$ cat config.mk
export PLATFORM = sky130hd
export DESIGN_NAME = bounded_double_ended_queue_flat
export DESIGN_NICKNAME = d
export VERILOG_FILES = /design/src/hw/rtl/bdq_pkg.sv /design/src/hw/rtl/bdq_if.sv /design/src/hw/rtl/bdq_cell.sv /design/src/hw/rtl/bounded_double_ended_queue.sv /design/src/flat_wrapper.sv
export SDC_FILE = /design/constraint.sdc
export NUM_CORES = 1
export LEC_CHECK = 0
export BUFFER_PORTS_ARGS = -buffer_cell sky130_fd_sc_hd__buf_2
export CELL_PAD_IN_SITES_DETAIL_PLACEMENT = 2
export CELL_PAD_IN_SITES_GLOBAL_PLACEMENT = 2
export CORE_MARGIN = 3
export CORE_UTILIZATION = 40
export DETAILED_ROUTE_END_ITERATION = 6
export HOLD_SLACK_MARGIN = 0.08
export PLACE_DENSITY = 0.79
export SYNTH_ARGS = -nofsm -noshare
export SYNTH_HDL_FRONTEND = slang
export SYNTH_SLANG_ARGS = --single-unit
$ cat constraint.sdc
create_clock -name clk -period 5.3 [get_ports clk]
set_input_delay 0.795 -clock clk [delete_from_list [all_inputs] [get_ports clk]]
set_output_delay 0.795 -clock clk [all_outputs]
set_load 0.05 [all_outputs]
$ cat src/hw/rtl/bdq_pkg.sv
package bdq_pkg;

  localparam int DEPTH  = 16;
  localparam int DATA_W = 32;
  localparam int CMD_W  = 2;
  localparam int ST_W   = 2;
  localparam int CNT_W  = 5;

  typedef enum logic [CMD_W-1:0] {
    CMD_PUSH_FRONT = 2'd0,
    CMD_PUSH_BACK  = 2'd1,
    CMD_POP_FRONT  = 2'd2,
    CMD_POP_BACK   = 2'd3
  } cmd_e_t;

  typedef enum logic [ST_W-1:0] {
    ST_DONE  = 2'd0,
    ST_FULL  = 2'd1,
    ST_EMPTY = 2'd2
  } status_e_t;

  // one-hot shift/insert/remove strobe shared by every cell
  typedef struct packed {
    logic push_front;
    logic push_back;
    logic pop_front;
    logic pop_back;
  } bdq_op_t;

endpackage

$ cat src/hw/rtl/bdq_if.sv
interface bdq_cmd_if;
  import bdq_pkg::*;
  logic              valid;
  logic              ready;
  logic [CMD_W-1:0]  command;
  logic [DATA_W-1:0] entry_value;

  modport source (output valid, command, entry_value, input ready);
  modport sink   (input valid, command, entry_value, output ready);
endinterface

interface bdq_res_if;
  import bdq_pkg::*;
  logic              valid;
  logic              ready;
  logic [ST_W-1:0]   status;
  logic [DATA_W-1:0] popped_value;
  logic [CNT_W-1:0]  occupancy;
  logic [CNT_W-1:0]  free_slots;

  modport source (output valid, status, popped_value, occupancy, free_slots, input ready);
  modport sink   (input valid, status, popped_value, occupancy, free_slots, output ready);
endinterface

$ cat src/hw/rtl/bdq_cell.sv
module bdq_cell import bdq_pkg::*; (
  input  logic              clk,
  input  logic              rst,
  input  bdq_op_t           op,
  input  logic [DATA_W-1:0] push_data,
  input  logic [DATA_W-1:0] left_data,
  input  logic              left_valid,
  input  logic [DATA_W-1:0] right_data,
  input  logic              right_valid,
  output logic [DATA_W-1:0] data,
  output logic              valid,
  output logic [DATA_W-1:0] tap
);

  logic take_back;
  logic is_last;

  // first empty cell behind the occupied run takes a back push
  assign take_back = op.push_back && !valid && left_valid;
  assign is_last   = valid && !right_valid;
  assign tap       = is_last ? data : '0;

  always_ff @(posedge clk) begin
    if (rst) begin
      valid <= 1'b0;
    end else if (op.push_front) begin
      valid <= left_valid;
    end else if (op.pop_front) begin
      valid <= right_valid;
    end else if (take_back) begin
      valid <= 1'b1;
    end else if (op.pop_back && is_last) begin
      valid <= 1'b0;
    end
  end

  always_ff @(posedge clk) begin
    if (op.push_front) begin
      data <= left_data;
    end else if (op.pop_front) begin
      data <= right_data;
    end else if (take_back) begin
      data <= push_data;
    end
  end

endmodule

$ cat src/hw/rtl/bounded_double_ended_queue.sv
// channel  | dir | payload                                         | transfer
// cmd      | in  | command, entry_value                            | valid && ready
// res      | out | status, popped_value, occupancy, free_slots     | valid && ready
// cfg      | in  | cfg_wr_data (capacity_limit)                    | cfg_wr_en
//
// One command per cycle while res.ready is high: the cell row and output register
// both update at the accept edge, so the result is offered in the following cycle.
// The output register holds a result until taken; a new command is taken
// in the same cycle the held result leaves.
// Reset empties the row, zeroes occupancy and sets capacity_limit to 16.
module bounded_double_ended_queue import bdq_pkg::*; (
  input  logic             clk,
  input  logic             rst,
  input  logic             cfg_wr_en,
  input  logic [CNT_W-1:0] cfg_wr_data,
  bdq_cmd_if.sink          cmd,
  bdq_res_if.source        res
);

  logic [CNT_W-1:0]  capacity_limit;
  logic [CNT_W-1:0]  count;
  logic [CNT_W-1:0]  count_next;
  logic [CNT_W-1:0]  limit;
  logic [CNT_W-1:0]  free_next;
  logic              accept;
  logic              full;
  logic              empty;
  bdq_op_t           op;
  status_e_t         status_next;
  logic [DATA_W-1:0] popped_next;
  logic [DATA_W-1:0] back_data;

  logic [DATA_W-1:0] cell_data  [DEPTH];
  logic              cell_valid [DEPTH];
  logic [DATA_W-1:0] cell_tap   [DEPTH];

  assign cmd.ready = !res.valid || res.ready;
  assign accept    = cmd.valid && cmd.ready;
  assign limit     = (capacity_limit > CNT_W'(DEPTH)) ? CNT_W'(DEPTH) : capacity_limit;
  assign full      = count >= limit;
  assign empty     = count == '0;

  always_comb begin
    op          = '0;
    status_next = ST_DONE;
    popped_next = '0;
    count_next  = count;
    case (cmd_e_t'(cmd.command))
      CMD_PUSH_FRONT: begin
        if (full) begin
          status_next = ST_FULL;
        end else begin
          op.push_front = accept;
          count_next    = count + CNT_W'(1);
        end
      end
      CMD_PUSH_BACK: begin
        if (full) begin
          status_next = ST_FULL;
        end else begin
          op.push_back = accept;
          count_next   = count + CNT_W'(1);
        end
      end
      CMD_POP_FRONT: begin
        if (empty) begin
          status_next = ST_EMPTY;
        end else begin
          op.pop_front = accept;
          popped_next  = cell_data[0];
          count_next   = count - CNT_W'(1);
        end
      end
      CMD_POP_BACK: begin
        if (empty) begin
          status_next = ST_EMPTY;
        end else begin
          op.pop_back = accept;
          popped_next = back_data;
          count_next  = count - CNT_W'(1);
        end
      end
      default: begin
        status_next = ST_DONE;
      end
    endcase
  end

  assign free_next = (count_next >= limit) ? '0 : limit - count_next;

  // only the last occupied cell drives a nonzero tap
  always_comb begin
    back_data = '0;
    for (int i = 0; i < DEPTH; i++) begin
      back_data = back_data | cell_tap[i];
    end
  end

  for (genvar g = 0; g < DEPTH; g++) begin : g_cell
    logic [DATA_W-1:0] l_data;
    logic              l_valid;
    logic [DATA_W-1:0] r_data;
    logic              r_valid;

    if (g == 0) begin : g_head
      assign l_data  = cmd.entry_value;
      assign l_valid = 1'b1;
    end else begin : g_mid
      assign l_data  = cell_data[g-1];
      assign l_valid = cell_valid[g-1];
    end

    if (g == DEPTH - 1) begin : g_tail
      assign r_data  = '0;
      assign r_valid = 1'b0;
    end else begin : g_body
      assign r_data  = cell_data[g+1];
      assign r_valid = cell_valid[g+1];
    end

    bdq_cell u_cell (
      .clk         (clk),
      .rst         (rst),
      .op          (op),
      .push_data   (cmd.entry_value),
      .left_data   (l_data),
      .left_valid  (l_valid),
      .right_data  (r_data),
      .right_valid (r_valid),
      .data        (cell_data[g]),
      .valid       (cell_valid[g]),
      .tap         (cell_tap[g])
    );
  end

  always_ff @(posedge clk) begin
    if (rst) begin
      capacity_limit <= CNT_W'(16);
    end else if (cfg_wr_en) begin
      capacity_limit <= cfg_wr_data;
    end
  end

  always_ff @(posedge clk) begin
    if (rst) begin
      count     <= '0;
      res.valid <= 1'b0;
    end else begin
      if (accept) begin
        count     <= count_next;
        res.valid <= 1'b1;
      end else if (res.ready) begin
        res.valid <= 1'b0;
      end
    end
  end

  // hold the payload until transfer
  always_ff @(posedge clk) begin
    if (accept) begin
      res.status       <= status_next;
      res.popped_value <= popped_next;
      res.occupancy    <= count_next;
      res.free_slots   <= free_next;
    end
  end

endmodule
$ cat src/flat_wrapper.sv
// flat-port wrapper written by rule: the top's interface ports become plain ports
module bounded_double_ended_queue_flat import bdq_pkg::*;
  (clk, rst, cfg_wr_en, cfg_wr_data, cmd_valid, cmd_command, cmd_entry_value, cmd_ready, res_valid, res_status, res_popped_value, res_occupancy, res_free_slots, res_ready);
  bdq_cmd_if cmd_i ();
  bdq_res_if res_i ();
  input  logic clk;
  input  logic rst;
  input  logic cfg_wr_en;
  input  logic [CNT_W-1:0] cfg_wr_data;
  input wire logic [$bits(cmd_i.valid)-1:0] cmd_valid;
  input wire logic [$bits(cmd_i.command)-1:0] cmd_command;
  input wire logic [$bits(cmd_i.entry_value)-1:0] cmd_entry_value;
  output wire logic [$bits(cmd_i.ready)-1:0] cmd_ready;
  output wire logic [$bits(res_i.valid)-1:0] res_valid;
  output wire logic [$bits(res_i.status)-1:0] res_status;
  output wire logic [$bits(res_i.popped_value)-1:0] res_popped_value;
  output wire logic [$bits(res_i.occupancy)-1:0] res_occupancy;
  output wire logic [$bits(res_i.free_slots)-1:0] res_free_slots;
  input wire logic [$bits(res_i.ready)-1:0] res_ready;
  assign cmd_i.valid = cmd_valid;
  assign cmd_i.command = cmd_command;
  assign cmd_i.entry_value = cmd_entry_value;
  assign cmd_ready = cmd_i.ready;
  assign res_valid = res_i.valid;
  assign res_status = res_i.status;
  assign res_popped_value = res_i.popped_value;
  assign res_occupancy = res_i.occupancy;
  assign res_free_slots = res_i.free_slots;
  assign res_i.ready = res_ready;
  bounded_double_ended_queue u_core (.clk(clk), .rst(rst), .cfg_wr_en(cfg_wr_en), .cfg_wr_data(cfg_wr_data), .cmd(cmd_i), .res(res_i));
endmodule
; ---- Word-level counts from Yosys, hierarchy flattened
; Index checks and enable logic that the tools add are counted.
[totals]
regBits = 583
word_cells = 327
[op_classes]
addsub = 3
n_lt_le_gt_ge = 3
eq_ne = 3
n_mux = 146
n_bitwise = 15
n_reduce_logical = 118
[op_table]
columns = operator, count
row1 = two-way mux 32 bit, 66
row2 = OR 32 bit, 15
row3 = two-way mux 1 bit, 73
row4 = one-hot mux 32 bit (2 select lines), 1
row5 = nonzero test 4 bit, 16
row6 = logical AND 1 bit, 63
row7 = nonzero test 3 bit, 16
row8 = zero test 1 bit, 17
row9 = two-way mux 5 bit, 3
row10 = >= comparator 5 bit, 2
row11 = one-hot mux 5 bit (2 select lines), 1
row12 = "adder 5 x 1 -> 5 bit, second input constant", 1
row13 = "> comparator 5 bit, second input constant", 1
row14 = zero test 5 bit, 1
row15 = "subtractor 5 x 1 -> 5 bit, second input constant", 1
row16 = subtractor 5 bit, 1
row17 = "== test 2 bit, second input constant", 2
row18 = one-hot mux 2 bit (2 select lines), 1
row19 = OR reduction 2 bit, 2
row20 = "== test 2 x 1 -> 1 bit, second input constant", 1
row21 = zero test 2 bit, 1
row22 = two-way mux 2 bit, 1
row23 = nonzero test 2 bit, 1
row24 = logical OR 1 bit, 1

; ---- Depth between registers and ports, before layout
; Gate-level depths: netlist (run 1).
[depth]
ltp_word = 20
depth_mapped = 16
depth_no_buf = 15

; ---- Hierarchy
; Synthesis (run 1) repeated with hierarchy kept, for this count alone.
[hier_totals]
cells_unflattened = 3410
area_unflattened_um2 = 35813.1
[modules_own_cells]
columns = module, instances, cells_per_inst, area_per_inst_um2
row1 = bdq_cell, 16, 185, 1984.4
row2 = bounded_double_ended_queue, 1, 450, 4062.6

; ---- Worst setup path before layout (run 1)
; No wires, ideal clock.
[synth_path]
kind = input to register
start = input port res_ready
end = register u_core.g_cell[0].u_cell.data[0] (enable)
setup_time_ns = 0.466
arrival_ns = 5.494
setup_slack_ns = -0.659
path_stages = 6
n_path_buf = 1
cell_sequence = nand2b_1 nand2_1 inv_1 clkbuf_1 nand2_1 o21ai_0
[synth_via]
elab_chain_len = 6
word_cells_on_any_way = 9
classes_between = mux (5) / reduce/logical (4)
[synth_lines]
columns = item, line_no
row1 = start: declaration, flat_wrapper.sv:19  ; input wire logic [$bits(res_i.ready)-1:0] res_ready;
row2 = logical OR 1 bit (*), bounded_double_ended_queue.sv:37  ; assign cmd.ready = !res.valid || res.ready;
row3 = logical AND 1 bit (*), bounded_double_ended_queue.sv:38  ; assign accept = cmd.valid && cmd.ready;
row4 = net u_core.accept, bounded_double_ended_queue.sv:25  ; logic accept;
row5 = two-way mux 1 bit, "bounded_double_ended_queue.sv:50, bounded_double_ended_queue.sv:58"
row6 = two-way mux 1 bit, bounded_double_ended_queue.sv:48  ; case (cmd_e_t'(cmd.command))
row7 = logical AND 1 bit, bdq_cell.sv:19  ; assign take_back = op.push_back && !valid && left_valid;
row8 = nonzero test 3 bit (no line) (*), -
row9 = end signal: assignment, bdq_cell.sv:39  ; data <= left_data;
row10 = end signal: assignment, bdq_cell.sv:41  ; data <= right_data;
row11 = end signal: assignment, bdq_cell.sv:43  ; data <= push_data;
row12 = end: declaration, bdq_cell.sv:10  ; output logic [DATA_W-1:0] data,
; The timed path passes the listed nets; every way through them passes the cells marked *.
; A chain may end at the register's enable or synchronous reset.

; ---- Final worst setup path (run 1)
[layout_path]
start = register u_core.capacity_limit[4]
end = register u_core.g_cell[14].u_cell.data[22] (enable)
[layout_via]
elab_chain_len = 8
word_cells_on_any_way = 9
classes_between = order compare (2) / mux (4) / reduce/logical (3)
[layout_lines]
columns = item, line_no
row1 = start: declaration, bounded_double_ended_queue.sv:20  ; logic [CNT_W-1:0] capacity_limit;
row2 = start signal: assignment, bounded_double_ended_queue.sv:140  ; capacity_limit <= cfg_wr_data;
row3 = > comparator 5 bit, bounded_double_ended_queue.sv:39  ; assign limit = (capacity_limit > CNT_W'(DEPTH)) ? CNT_W'(DEPTH) : capacity_limit;
row4 = two-way mux 5 bit (*), bounded_double_ended_queue.sv:39
row5 = >= comparator 5 bit (*), bounded_double_ended_queue.sv:40  ; assign full = count >= limit;
row6 = two-way mux 1 bit (*), "bounded_double_ended_queue.sv:50, bounded_double_ended_queue.sv:58"
row7 = two-way mux 1 bit, bounded_double_ended_queue.sv:48
row8 = logical AND 1 bit (2 in series), bdq_cell.sv:19
row9 = nonzero test 3 bit (no line) (*), -
row10 = end signal: assignment, bdq_cell.sv:39
row11 = end signal: assignment, bdq_cell.sv:41
row12 = end signal: assignment, bdq_cell.sv:43
row13 = end: declaration, bdq_cell.sv:10
; Mark *: on every way between the ends. The rest lies on a longest branch, timed or not.

==> impl_metrics.toml, run 1 <==
[critical_path]
startpoint_type = "register"
cp.required_ns = 5.62
cp_common_cell = "nand2_1"
slowest_delay_ns = 1.06
reg2reg_depth = 9
r2r-start = "u_core.capacity_limit[4]$_SDFFE_PP1P_"
regToRegSetupSlack_ns = 1.01
crit_family = "simple AND/OR/NAND/NOR gates"
slowest_stage = "nor2_2"
critical_path_arrival_ns = 4.61
cp_num_buf_inv = 2
rr_endpoint = "u_core.g_cell[14].u_cell.data[22]$_DFFE_PP_"
crit_type = "reg2reg"
crit_fanout = 17
crit_path_cell_trace = "inv_1 -> nand2_1 -> ha_1 -> nand2_1 -> o211ai_1 -> a21boi_4 -> nor2_2 -> nand2_2 -> buf_12"
cp.depth = 9
crit_path_end_kind = "register"

[drt]
routed_wirelength_mm = 115
drt.antenna.violating_nets = 0
post_drt_wl_per_cell_um = 37.6
drt_iter0_drc = 3682
drtPass1Iterations = 6
drc = 0
num_vias = 23200
viasPerCell = 7.59

[clock_network]
cts_hold_buf = 0
tritoncts = "done"
post_cts_buffers = 0
htreeDepth = 3
ctsResizeCount = 0
cts_root_buf = "clkbuf_16"
insertion_delay_ns = 0.61
clock_path_buffers = 3
cts.sinks = 583
cts.clk_slew.worst_paths_ns = 0.06
numCtsBuffers = 67

[sta]
min_period_ns = 4.29
worstMarginPinSlew_ns = 1.38
min_period_over_period = 0.809
maxSlewHeadroom = 0.0757
clock_skew_ns = 0.0432
tns_ns = 0
maxSlewViolCount = 0
finalHoldViolCount = 0
setup-violations-final = 0
rsz0062_at_grt = "no"
max_freq_mhz = 233

[synth]
netlist_area_mm2 = 0.0283
synth_cell_types = 60
synth_edf_count = 556
yosysWarnings = 0
synth-main-ff-cell = "edfxtp_1"
ys_seq_area_frac = 0.609
yosysTopAreaCell = "edfxtp_1"
ys_ff_latch = 583
async_flop_share = 0
yosysTopAreaCellShare = 0.590
netlist_instances = 2132
syn_area_per_cell_um2 = 13.3
synth_nets = 2189
synth_top_cells_by_area = "edfxtp_1, a221o_1, a22oi_1"

[layout]
drive_above_1_share = 0.138
multi_input_area_mm2 = 0.00987
fin_nets = 2126
final_cell_mix = "edfxtp_1, a221o_1, nand2_1"
stdcell_area_mm2 = 0.0315
fillers = 6681
final_common_cell = "edfxtp_1"
regArea_mm2 = 0.0172
syn_to_final_growth_pct = 11.4

[hold_path]
worstHoldEndpoint = "u_core.capacity_limit[4]$_SDFFE_PP1P_"
hold_path_startpoint = "cfg_wr_data[4]"
hold_path.class = "in2reg"
hold_path_depth = 3

[placement]
placed_area_mm2 = 0.0295
dp_hpwl_mm = 64.4
place.gp.congestion = 0.835
io_buffer_count = 89

[global_route]
grt_usage = 0.302
grt_pass1_vias = 23800
grt_util_met1 = 0.404
grt_max_degree = 256
grtUsageMet3 = 0.0486
busiest_layer = "met2"
met2_usage = 0.487
antenna_found_initial = 3
grt_first_pass_wirelength_mm = 167
overflow = 0

[die]
die-area_mm2 = 0.0740
start_util = 0.408
die_height_um = 272
ios = 90
die_w_um = 272
coreArea_mm2 = 0.0693
rows = 96

[power]
power_density_mw_per_mm2 = 431
leakage_nw = 10.8
peakVddDrop_mv = 0.189

[flow_run]
maxCapViolations = 0

[run_status]
status = "finished clean"
[Yosys cell counts (36+ instances only)]
library cell  count
a221oi_1         66
a22oi_1         132
o21ai_0          50
a221o_1         464
a22o_1           36
and3_1           58
clkbuf_1        150
buf_2            84
edfxtp_1        556
a21oi_1          40
a21o_1           37
a31oi_1          37
nand2_1         154
[state kept, by name, summed over array words and instances, names as in the netlist]
register / flops
u_core.g_cell.u_cell.valid: 16
u_core.res.valid: 1
u_core.res.popped_value: 32
u_core.capacity_limit: 5
u_core.g_cell.u_cell.data: 512
u_core.count: 5
u_core.res.free_slots: 5
u_core.res.occupancy: 5
u_core.res.status: 2
[metal layers]
metal  up-vias  part of all wire
li1       9036                 -
met1     12100              0.38
met2      1743              0.47
met3       314              0.11
met4         0             0.042
met5         -                 0
[how the worst max path moves through the flow]
stage / end / start / slack [ns]
2_1_floorplan: u_core.g_cell[0].u_cell.data[0]$_DFFE_PP_ / res_ready / 0.18
3_3_place_gp: u_core.g_cell[13].u_cell.data[22]$_DFFE_PP_ / cmd_command[1] / 1.22
3_5_place_dp: u_core.g_cell[14].u_cell.data[22]$_DFFE_PP_ / cmd_command[1] / 1.01
4_1_cts: u_core.g_cell[14].u_cell.data[22]$_DFFE_PP_ / u_core.capacity_limit[4]$_SDFFE_PP1P_ / 1.04
5_1_grt: u_core.g_cell[14].u_cell.data[22]$_DFFE_PP_ / u_core.capacity_limit[4]$_SDFFE_PP1P_ / 0.84
6_report: u_core.g_cell[14].u_cell.data[22]$_DFFE_PP_ / u_core.capacity_limit[4]$_SDFFE_PP1P_ / 1.01
[where the power goes]
part	total [mW]	switching [mW]	internal [mW]
clock network	4.54	2.00	2.54
logic	2.80	1.93	0.871
registers	6.25	0.463	5.79
total	13.6	4.40	9.20
[metrics by stage]
| step | hold WS (ns) | power (mW) | utilization | worst slack, ns | instances |
|---|---|---|---|---|---|
| detailed placement | 0.491 | 9.03 | 0.425 | 1.01 | 2931 |
| global route | 0.450 | 14.0 | 0.455 | 0.841 | 3051 |
| CTS | 0.410 | 13.6 | 0.455 | 1.04 | 3051 |
| finish | 0.431 | 13.6 | 0.455 | 1.01 | 3052 |
| global placement | 0.480 | 8.85 | 0.425 | 1.22 | 2931 |
| floorplan | 0.452 | 7.86 | - | 0.182 | 2132 |
[final cells by class]
class	instances	share of cell area
Clock inverter	40	0.00944
Inverter	24	0.00290
Tap cell	931	0.0369
Clock buffer	80	0.0561
Antenna cell	1	0.0000794
Timing Repair Buffer	146	0.0348
Multi-Input combinational cell	1247	0.313
Sequential cell	583	0.547
[logic make-up (layout without fill, tap and decap cells)]
logic type / after synthesis / in the layout / share of synthesized area
AOI/OAI and AO/OA: 913 / 913 / 0.281
and+or+nand+nor: 314 / 314 / 0.0531
xor gates and xnor gates: 3 / 3 / 0.000928
adders and majority gates: 13 / 13 / 0.00601
buffers and inverters: 302 / 290 / 0.0484
other: 0 / 1 / 0
DFF: 583 / 583 / 0.609
muxes: 4 / 4 / 0.00141
[worst reg2reg max path, cell delays in order (launching register included)]
cell,delay (ns)
dfxtp_1,0.33
inv_1,0.15
nand2_1,0.12
ha_1,0.31
nand2_1,0.09
o211ai_1,0.52
a21boi_4,0.18
nor2_2,1.06
nand2_2,0.83
buf_12,0.42
Note: power is estimated with default switching activity, not from simulation.
==> run 2, diff against run 1 <==
--- a/config.mk
+++ b/config.mk
@@ -9,10 +9,10 @@
 export CELL_PAD_IN_SITES_DETAIL_PLACEMENT = 2
 export CELL_PAD_IN_SITES_GLOBAL_PLACEMENT = 2
 export CORE_MARGIN = 3
-export CORE_UTILIZATION = 40
+export CORE_UTILIZATION = 45
 export DETAILED_ROUTE_END_ITERATION = 6
 export HOLD_SLACK_MARGIN = 0.08
-export PLACE_DENSITY = 0.79
+export PLACE_DENSITY = 0.84
 export SYNTH_ARGS = -nofsm -noshare
 export SYNTH_HDL_FRONTEND = slang
 export SYNTH_SLANG_ARGS = --single-unit
==> constraint.sdc (replaced) <==
create_clock -name clk -period 4.15 [get_ports clk]
set_input_delay 0.6225 -clock clk [delete_from_list [all_inputs] [get_ports clk]]
set_output_delay 0.6225 -clock clk [all_outputs]
set_load 0.05 [all_outputs]
==> run 2 against run 1 <==
Net effect:
- core utilization is 5.7 points higher
- highest routed layer is now met5
- cell count down 1.9%
- sequential power up 29%
- non-clock buffer count up 35
==> impl_metrics.toml, run 2 (synthesis gave the netlist of run 1 again) <==
[power]
peakVddDrop_mv = 0.378
power_density_mw_per_mm2 = 566
leakage_nw = 11.0

[clock_network]
cts.sinks = 583
numCtsBuffers = 66
htreeDepth = 3
tritoncts = "done"
clock_path_buffers = 3
cts_hold_buf = 0
insertion_delay_ns = 0.64
cts_root_buf = "clkbuf_16"
cts.clk_slew.worst_paths_ns = 0.06

[layout]
final_cell_mix = "edfxtp_1, a221o_1, nand2_1"
fin_nets = 2160
regMostFlops = "u_core.g_cell.u_cell.data"
top_regs = "u_core.g_cell.u_cell.data x512, u_core.res.popped_value x32, u_core.g_cell.u_cell.valid x16"
fin_cells = 2994
final_common_cell = "edfxtp_1"
drive_above_1_share = 0.149
fillers = 5738
largest_reg_flops = 512
syn_to_final_growth_pct = 12.0

[sta]
rsz0062_at_grt = "no"
maxSlewHeadroom = 0.159
worstMarginPinSlew_ns = 1.26
finalHoldViolCount = 0
min_period_ns = 3.99
max_freq_mhz = 250
setup-violations-final = 0
tns_ns = 0
clock_skew_ns = 0.0350
maxSlewViolCount = 0
min_period_over_period = 0.962

[placement]
placed_cells = 2871
dp_hpwl_mm = 69.2
io_buffer_count = 89
place.gp.congestion = 0.875

[die]
die-area_mm2 = 0.0659
rows = 91
die_w_um = 257
die_height_um = 257
start_util = 0.457
ios = 90
coreArea_mm2 = 0.0619

[critical_path]
r2r-start = "u_core.capacity_limit[4]$_SDFFE_PP1P_"
slowest_stage = "nor2_2"
crit_path_cell_trace = "inv_1 -> nand2_1 -> ha_1 -> nand2_1 -> o211ai_1 -> a21boi_4 -> nor2_2 -> nand2_2 -> buf_4"
slowest_delay_ns = 0.97
crit_type = "reg2reg"
rr_endpoint = "u_core.g_cell[6].u_cell.data[4]$_DFFE_PP_"
crit_fanout = 16
crit_path_end_kind = "register"
startpoint_type = "register"
reg2reg_depth = 9
cp.required_ns = 4.53
cp_common_cell = "nand2_1"
critical_path_arrival_ns = 4.37
regToRegSetupSlack_ns = 0.16

[global_route]
grt_max_degree = 244
grt_usage = 0.374
grt_first_pass_wirelength_mm = 183
antenna_found_initial = 2
grt_pass1_vias = 25400
met2_usage = 0.598
grt_util_met1 = 0.458
overflow = 0
busiest_layer = "met2"
grtUsageMet3 = 0.0950

[hold_path]
worstHoldEndpoint = "u_core.capacity_limit[2]$_SDFFE_PP0P_"
hold_path.class = "in2reg"
hold_path_startpoint = "cfg_wr_data[2]"
hold_path_depth = 3

[drt]
viasPerCell = 8.11
drtPass1Iterations = 6
drc = 0
post_drt_wl_per_cell_um = 42.1
drt_iter0_drc = 4032
routed_wirelength_mm = 126
num_vias = 24300
drt.antenna.violating_nets = 0

[flow_run]
maxCapViolations = 0

[run_status]
status = "finished clean"
==> run 2: cell count changes in the layout (fill, tap and decap cells not counted), moves of 2 or more <==
cell | before | now
buf_12 | 18 | 13
buf_4 | 39 | 79
bufinv_16 | 3 | 7
clkbuf_1 | 11 | 15
clkinv_1 | 11 | 13
clkinv_2 | 15 | 9
clkinv_4 | 3 | 0
clkinvlp_4 | 7 | 4
==> run 2: what timing repair did <==
item | in CTS | in global routing
buffers inserted | 0 | 1
gates resized for setup | 0 | 1
endpoints found under the setup margin | 0 | 13
==> run 2: worst max path at each step <==
stage,from,depth (start not counted),end
after global placement,u_core.capacity_limit[4]$_SDFFE_PP1P_,9,u_core.g_cell[6].u_cell.data[1]$_DFFE_PP_
final,u_core.capacity_limit[4]$_SDFFE_PP1P_,9,u_core.g_cell[6].u_cell.data[4]$_DFFE_PP_
after floorplan,res_ready,6,u_core.g_cell[0].u_cell.data[0]$_DFFE_PP_
after global routing,u_core.capacity_limit[4]$_SDFFE_PP1P_,14,u_core.res.free_slots[3]$_SDFFCE_PP0P_
after CTS,u_core.capacity_limit[4]$_SDFFE_PP1P_,13,u_core.res.free_slots[2]$_SDFFCE_PP0P_
after detailed placement,u_core.capacity_limit[4]$_SDFFE_PP1P_,13,u_core.res.free_slots[2]$_SDFFCE_PP0P_
==> run 2: metrics by stage <==
step                      total power, mW   util  worst slack (ns)  hold WS, ns  area (um2)
after CTS                            17.8  0.512             0.109        0.243       31700
after global routing                 18.3  0.512            0.0106        0.270       31700
after global placement               11.3  0.477             0.409        0.474       29500
after floorplan                      10.0      -             0.509        0.452       28300
final                                18.0  0.512             0.158        0.260       31700
after detailed placement             11.6  0.477             0.114        0.488       29500
==> run 2: worst max-delay path: cells and delay by family (launching register included) <==
family | cells | cell delay [ns]
adder cells (fa/ha/maj) | 1 | 0.31
AO/OA/AOI/OAI | 2 | 0.66
flip-flops | 1 | 0.33
AND/OR/NAND/NOR | 4 | 1.89
buffers and inverters | 2 | 0.55
==> run 2: layer usage <==
layer  up-vias  part of all wire  wire (um)
met1     12300              0.35      43500
li1       9094                 -          -
met4         2             0.071       8910
met2      2217              0.47      58700
met3       633              0.12      15000
met5         -           0.00010         13
==> run 2: cell type report <==
type                    instances  area [um2]  share of cell area
clock buffers                  83        1760              0.0554
inverters                      24        91.3             0.00288
well taps                     837        1050              0.0330
multi-input cells            1247        9880               0.312
diodes                          2        5.00            0.000158
flip-flops and latches        583       17200               0.544
repair buffers                181        1300              0.0410
clock inverters                37         392              0.0124
==> run 2: report_power, final <==
group | total (mW) | internal, mW | switching, mW | leakage (nW)
Combinational | 3.78 | 1.15 | 2.63 | 4.53
Clock | 6.15 | 3.47 | 2.68 | 1.04
Sequential | 8.04 | 7.39 | 0.645 | 5.39
